===== config.mk =====
export PLATFORM = sky130hd
export DESIGN_NAME = hwu_front
export DESIGN_NICKNAME = d
export VERILOG_FILES = /design/src/hw/rtl/hwu_pkg.sv /design/src/hw/rtl/hwu_front.sv
export SDC_FILE = /design/constraint.sdc
export NUM_CORES = 1
export LEC_CHECK = 0
export BUFFER_PORTS_ARGS = -buffer_cell sky130_fd_sc_hd__buf_2
export CORE_MARGIN = 5
export CORE_UTILIZATION = 25
export CTS_BUF_LIST = sky130_fd_sc_hd__clkbuf_4
export DETAILED_ROUTE_END_ITERATION = 8
export PLACE_DENSITY = 0.46
export SYNTH_ARGS = -nofsm -noshare
export SYNTH_HDL_FRONTEND = slang
export SYNTH_SLANG_ARGS = --single-unit

===== constraint.sdc =====
create_clock -name clk -period 3.82 [get_ports clk]
set_input_delay 0.573 -clock clk [delete_from_list [all_inputs] [get_ports clk]]
set_output_delay 0.573 -clock clk [all_outputs]
set_load 0.02 [all_outputs]

===== src/hw/rtl/hwu_pkg.sv =====
package hwu_pkg;

    // Fixed-point constants of the exponential.
    localparam logic [31:0] ONE_Q31    = 32'h8000_0000;
    localparam logic [32:0] ONE_Q32    = 33'h1_0000_0000;
    localparam logic [30:0] LOG2E_Q30  = 31'd1549082005;
    localparam logic [31:0] LN2_Q32    = 32'd2977044472;
    localparam logic [3:0]  HORNER_DEG = 4'd12;
    localparam int          SUM_W      = 44;
    localparam int          MAX_ITEMS  = 4096;
    localparam logic [SUM_W-1:0] SUM_MAX = {SUM_W{1'b1}};

    // Register indexes.
    localparam logic REG_LOSS_FLOOR = 1'b0;
    localparam logic REG_LEARN_RATE = 1'b1;

    // One classified item as it waits in the queue.
    typedef struct packed {
        logic        sat_one;
        logic [31:0] excess;
        logic        last;
    } hwu_item_t;

    // Reciprocal floor(2^34 / k) for the Horner divisors 1 to 12.
    function automatic logic [34:0] hwu_recip(input logic [3:0] k);
        logic [34:0] r;
        unique case (k)
            4'd1:    r = 35'd17179869184;
            4'd2:    r = 35'd8589934592;
            4'd3:    r = 35'd5726623061;
            4'd4:    r = 35'd4294967296;
            4'd5:    r = 35'd3435973836;
            4'd6:    r = 35'd2863311530;
            4'd7:    r = 35'd2454267026;
            4'd8:    r = 35'd2147483648;
            4'd9:    r = 35'd1908874353;
            4'd10:   r = 35'd1717986918;
            4'd11:   r = 35'd1561806289;
            4'd12:   r = 35'd1431655765;
            default: r = 35'd0;
        endcase
        return r;
    endfunction

endpackage


===== src/hw/rtl/hwu_front.sv =====
module hwu_front
    import hwu_pkg::*;
(
    input  logic              clk,
    input  logic              rst_n,
    input  logic              in_valid,
    output logic              in_ready,
    input  logic [31:0]       loss,
    input  logic              last,
    input  logic [31:0]       loss_floor,
    output logic              q_valid,
    output hwu_item_t         q_item,
    input  logic              q_pop
);

    hwu_item_t   fifo_mem [2];
    logic        wr_ptr_reg, wr_ptr_next;
    logic        rd_ptr_reg, rd_ptr_next;
    logic [1:0]  count_reg, count_next;
    logic [32:0] excess;
    hwu_item_t   item_in;
    logic        push;

    // Classify: the excess is exact in 33 bits; at or below zero saturates.
    assign excess = {loss[31], loss} - {loss_floor[31], loss_floor};
    assign item_in.sat_one = excess[32] | (excess == 33'd0);
    assign item_in.excess  = excess[31:0];
    assign item_in.last    = last;

    assign in_ready = (count_reg != 2'd2);
    assign push     = in_valid & in_ready;
    assign q_valid  = (count_reg != 2'd0);
    assign q_item   = fifo_mem[rd_ptr_reg];

    // Pointer and count update.
    always_comb
    begin
        wr_ptr_next = wr_ptr_reg ^ push;
        rd_ptr_next = rd_ptr_reg ^ q_pop;
        count_next  = count_reg + {1'b0, push} - {1'b0, q_pop};
    end

    always_ff @(posedge clk or negedge rst_n)
    begin
        if (!rst_n)
        begin
            wr_ptr_reg <= 1'b0;
            rd_ptr_reg <= 1'b0;
            count_reg  <= 2'd0;
        end
        else
        begin
            wr_ptr_reg <= wr_ptr_next;
            rd_ptr_reg <= rd_ptr_next;
            count_reg  <= count_next;
        end
    end

    // Queue storage.
    always_ff @(posedge clk)
    begin
        if (push)
        begin
            fifo_mem[wr_ptr_reg] <= item_in;
        end
    end

endmodule


# Word level (Yosys, flattened, before mapping)
# Memories as Yosys holds them, arrays and structs flattened.
# Cells that the tools add are included.
word_totals:
  regBits: 4
  elab_cells: 16
  out_inout_bits: 36
  mem_count: 1
  ram_bits: 68
  in_bits: 69
mem_list:
  columns: ["name", "depth", "word_bits", "rd", "rd_clocked_by_memory_dff", "wr", "line", "text"]
  rows:
  - ["fifo_mem", 2, 34, 1, 0, 1, "hwu_front.sv:16", "hwu_item_t fifo_mem [2];"]
classes:
  mux: 2
  n_reduce_logical: 2
  n_addsub: 3
  eq_ne: 1
  bitwise: 4
ops:
  columns: ["operator", "n"]
  rows:
  - ["$logic_not A33 Y1", 1]
  - ["$sub A32 B32 Y33", 1]
  - ["$add A2 B1 Y2", 1]
  - ["$mux W1", 2]
  - ["$ne A2 B2 Y1 const B", 1]
  - ["$reduce_bool A2 Y1", 1]
  - ["$sub A2 B1 Y2", 1]
  - ["$xor A1 B1 Y1", 2]
  - ["$and A1 B1 Y1", 1]
  - ["$or A1 B1 Y1", 1]

# Longest topological paths before layout
logic_depth:
  word_depth: 4
  ltp_mapped: 12
  ltp_nobuf: 12

# Worst setup path before layout
# No wires, ideal clock.
synth_timing:
  path_kind: "input to register"
  start: "in loss[0]"
  end: "mem fifo_mem[0][33] in the netlist's numbering (data pin)"
  t_arrival_ps: 3760
  n_path_buf: 0
  setup_time_ps: 174
  slack_ps: -115
  cell_stages: 12
  t_required_ps: 3646
  cell_sequence: "inv_1 -> ha_1 -> fa_1 -> nor2b_4 -> o2111ai_2 -> a311o_1 -> a31o_1 -> a2bb2o_4 -> or4_1 -> or3_1 -> or4b_1 -> o31ai_2"
synth_lines:
  columns: ["item", "line", "text"]
  rows:
  - ["start, declared", "hwu_front.sv:8", "input logic [31:0] loss,"]
  - ["end, declared", "hwu_front.sv:16", null]

==> metrics.yaml <==
die:
  dieArea_um2: 23520
  dieHeight_um: 153.4
  start_util_pct: 25.40
  dieWidth_um: 153.4
  core_um2: 20230
  ioPinCount: 105
  rows: 52
synth:
  synthMuxAreaShare_pct: 7.865
  synth_compound_area_share_pct: 19.07
  synth_area_leader_cell: "edfxtp_1"
  synth-seq-cells: 72
  yosys_most_used_dff: "edfxtp_1"
  synth_area_um2: 5139
  ys_types: 72
  syn_avg_cell_area_um2: 10.10
  netlist_instances: 509
  synthAdderAreaFrac_pct: 9.155
  synth_edf_count: 68
  synth-xor-area-share_pct: 2.727
  synth_area_leaders: "edfxtp_1 40%, ha_1 8.8%, mux2_2 7.7%"
  synthSimpleGateAreaFrac_pct: 13.71
  synth_top_family_by_area: "compound AO/OA/AOI/OAI gates"
  ys_warn_count: 0
  yosys.area.top_type_share_pct: 39.74
  async_flop_share_pct: 5.556
  yosysSeqAreaShare_pct: 41.68
  syn-num-nets: 615
detailed_routing:
  firstDrtPassIters: 6
  initialDrtViolationCount: 198
  routed_wl_um: 13820
  drc: 0
  ant_nets: 0
  vias: 4393
  wl_per_cell_um: 14.32
  viasPerCell: 4.552
pwr:
  leakagePower_uw: 0.002911
  power_density_nw_per_um2: 490.5
  ir_drop_uv: 191.2
  report.power.total_uw: 3311
clock_network:
  cts_setup_buffers: 0
  cts-root-buf: "clkbuf_4"
  clk_pin_slew_ns: 0.12
  clk_path_buf_depth: 2
  htree_levels: 3
  cts.sinks: 72
  cts_buffers: 9
  worst_skew_pair.late_latency_ns: 0.40
  cts_tree: "built"
setup_path:
  worst_ep_required_time_ns: 4.05
  endpoint_kind: "flip-flop"
  arrival_ns: 3.95
  crit_type: "in2reg"
  reg2regPathDepth: 5
  crit_path_max_fanout: 3
  start_kind: "input pin"
placement:
  pre_cts_slack_ns: -0.4055
  gp_congestion: 0.8478
  io_buffers: 104
  placed_area_um2: 6524
  dp_hpwl_um: 11500
timing:
  finClkSkew_ns: 0.01705
  drv_slew: 0
  period_needed_ns: 3.722
  hold_viol_final: 0
  rsz0062_at_grt: "false"
  fmax_mhz: 268.7
  timing.final.ws_setup_ns: 0.09834
  relSlewSlack_pct: 50.49
  fin_hold_ws_ns: 0.3691
  finalSetupViolCount: 0
  tightest_slew_ns: 0.7349
  finalCritPeriodShare_pct: 97.43
global_routing:
  overflow: 0
  met3_usage_pct: 1.357
  antenna_found_initial: 1
  grt_most_used_layer: "met2"
  grt_pass1_wl_um: 22380
  grt_max_degree: 35
  gr-usage-met1_pct: 15.50
  grt_usage_pct: 11.48
  grtUsageMet2_pct: 19.51
  grt_pass1_vias: 4562
final_layout:
  largest_register_ff_count: 68
  nets: 795
  stdcell_area_um2: 6749
  layout-drive-gt1-share_pct: 37.61
  areaGrowthSynthToFinish_pct: 31.34
run:
  drv_cap: 0
outcome:
  status: "finished, final reports clean"
min_path:
  worstHoldPathType: "in2reg"
  hold_depth: 2
==> cell families (layout without fill, tap and decap cells) <==
logic type | Yosys count | after routing
AO/OA/AOI/OAI | 138 | 138
XOR/XNOR | 16 | 16
adder cells (fa/ha/maj) | 37 | 37
buffers and inverters | 71 | 256
flip-flops | 72 | 72
multiplexers | 36 | 36
other | 0 | 1
AND/OR/NAND/NOR | 139 | 139
==> final cells by class <==
type / count / area [um^2]
diodes: 1 / 2.502
clock buffers: 9 / 67.56
clock inverters: 7 / 118.9
fillers: 2137 / 13490
inverters: 51 / 191.4
multi-input cells: 366 / 2728
flip-flops and latches: 72 / 2142
well taps: 270 / 337.8
repair buffers: 189 / 1161
==> Yosys cell counts (4+ instances only) <==
master,instances
o211ai_1,4
xor2_1,7
a31oi_1,6
or4_1,4
nand4_1,8
nor2_1,37
a211oi_1,8
mux2_2,35
xnor2_1,9
and2_1,6
o21a_1,4
dfrtp_1,4
o21ai_0,24
buf_2,7
nand2b_1,5
nand2_1,39
nand3_1,5
a21o_1,8
ha_1,36
inv_1,51
edfxtp_1,68
or3_1,5
nor3_1,9
clkbuf_1,7
a21oi_1,37
==> timing repair <==
| action | in CTS | in global routing |
|---|---|---|
| gates resized for setup | 0 | 3 |
| hold buffers | 1 | 0 |
| hold endpoints to repair | 4 | 0 |
| endpoints found under the setup margin | 0 | 2 |
==> where the power goes <==
group	total, uW	switching (uW)	internal (uW)
logic	1510	876	632
registers	1200	71.1	1130
clock network	599	267	332
total	3310	1210	2100
==> per-layer routing <==
layer | vias up | routed length, um
li1 | 2259 | -
met1 | 2050 | 6791
met2 | 74 | 6551
met3 | 10 | 324
met4 | 0 | 154
met5 | - | 0
==> cell usage in the layout, fill, tap and decap left out, drive strengths merged, types with 5 or more instances in the layout <==
| cell | netlist | layout |
|---|---|---|
| clkbuf | 7 | 9 |
| and4 | 5 | 5 |
| mux2 | 35 | 35 |
| o211ai | 5 | 5 |
| a211oi | 9 | 9 |
| ha | 36 | 36 |
| buf | 13 | 188 |
| edfxtp | 68 | 68 |
| nand2b | 5 | 5 |
| o21ai | 24 | 24 |
| and2 | 7 | 7 |
| a21oi | 39 | 39 |
| a21o | 9 | 9 |
| a31oi | 6 | 6 |
| nor2 | 37 | 37 |
| nand3 | 5 | 5 |
| nand2 | 39 | 39 |
| xnor2 | 9 | 9 |
| or3 | 6 | 6 |
| inv | 51 | 52 |
| nand4 | 8 | 8 |
| nor3 | 9 | 9 |
| xor2 | 7 | 7 |
==> worst max-delay path, stage by stage <==
cell and delay (ns):
buf_2 0.07, inv_1 0.03, ha_1 0.22, fa_2 0.40
nor2b_4 0.17, o2111ai_4 0.15, a311o_1 0.32, a31o_1 0.25
a2bb2o_4 0.22, or4_1 0.45, or3_1 0.36, or4b_1 0.52
o31ai_4 0.21
==> metrics by stage <==
step           utilization, %  cells  setup TNS (ns)
6_report                33.35    965               0
5_1_grt                 33.35    965               0
4_1_cts                 33.21    964               0
3_5_place_dp            32.24    947         -0.8111
3_3_place_gp            32.24    947         -0.4876
2_1_floorplan               -    509               0
==> worst paths after layout <==
check | end | from | slack [ns]
worst min-delay path | rd_ptr_reg$_DFF_PN0_ | q_pop | 0.37
worst max-delay path | fifo_mem[1][33]$_DFFE_PP_ | loss[0] | 0.1
worst max register to register | fifo_mem[0][17]$_DFFE_PP_ | count_reg[1]$_DFF_PN0_ | 2.21
worst min register to register | count_reg[1]$_DFF_PN0_ | count_reg[1]$_DFF_PN0_ | 0.51
max in group asynchronous | rd_ptr_reg$_DFF_PN0_ | rst_n | 3.22
min in group asynchronous | count_reg[1]$_DFF_PN0_ | rst_n | 0.49
No activity file was read; power rests on OpenSTA's default activity.
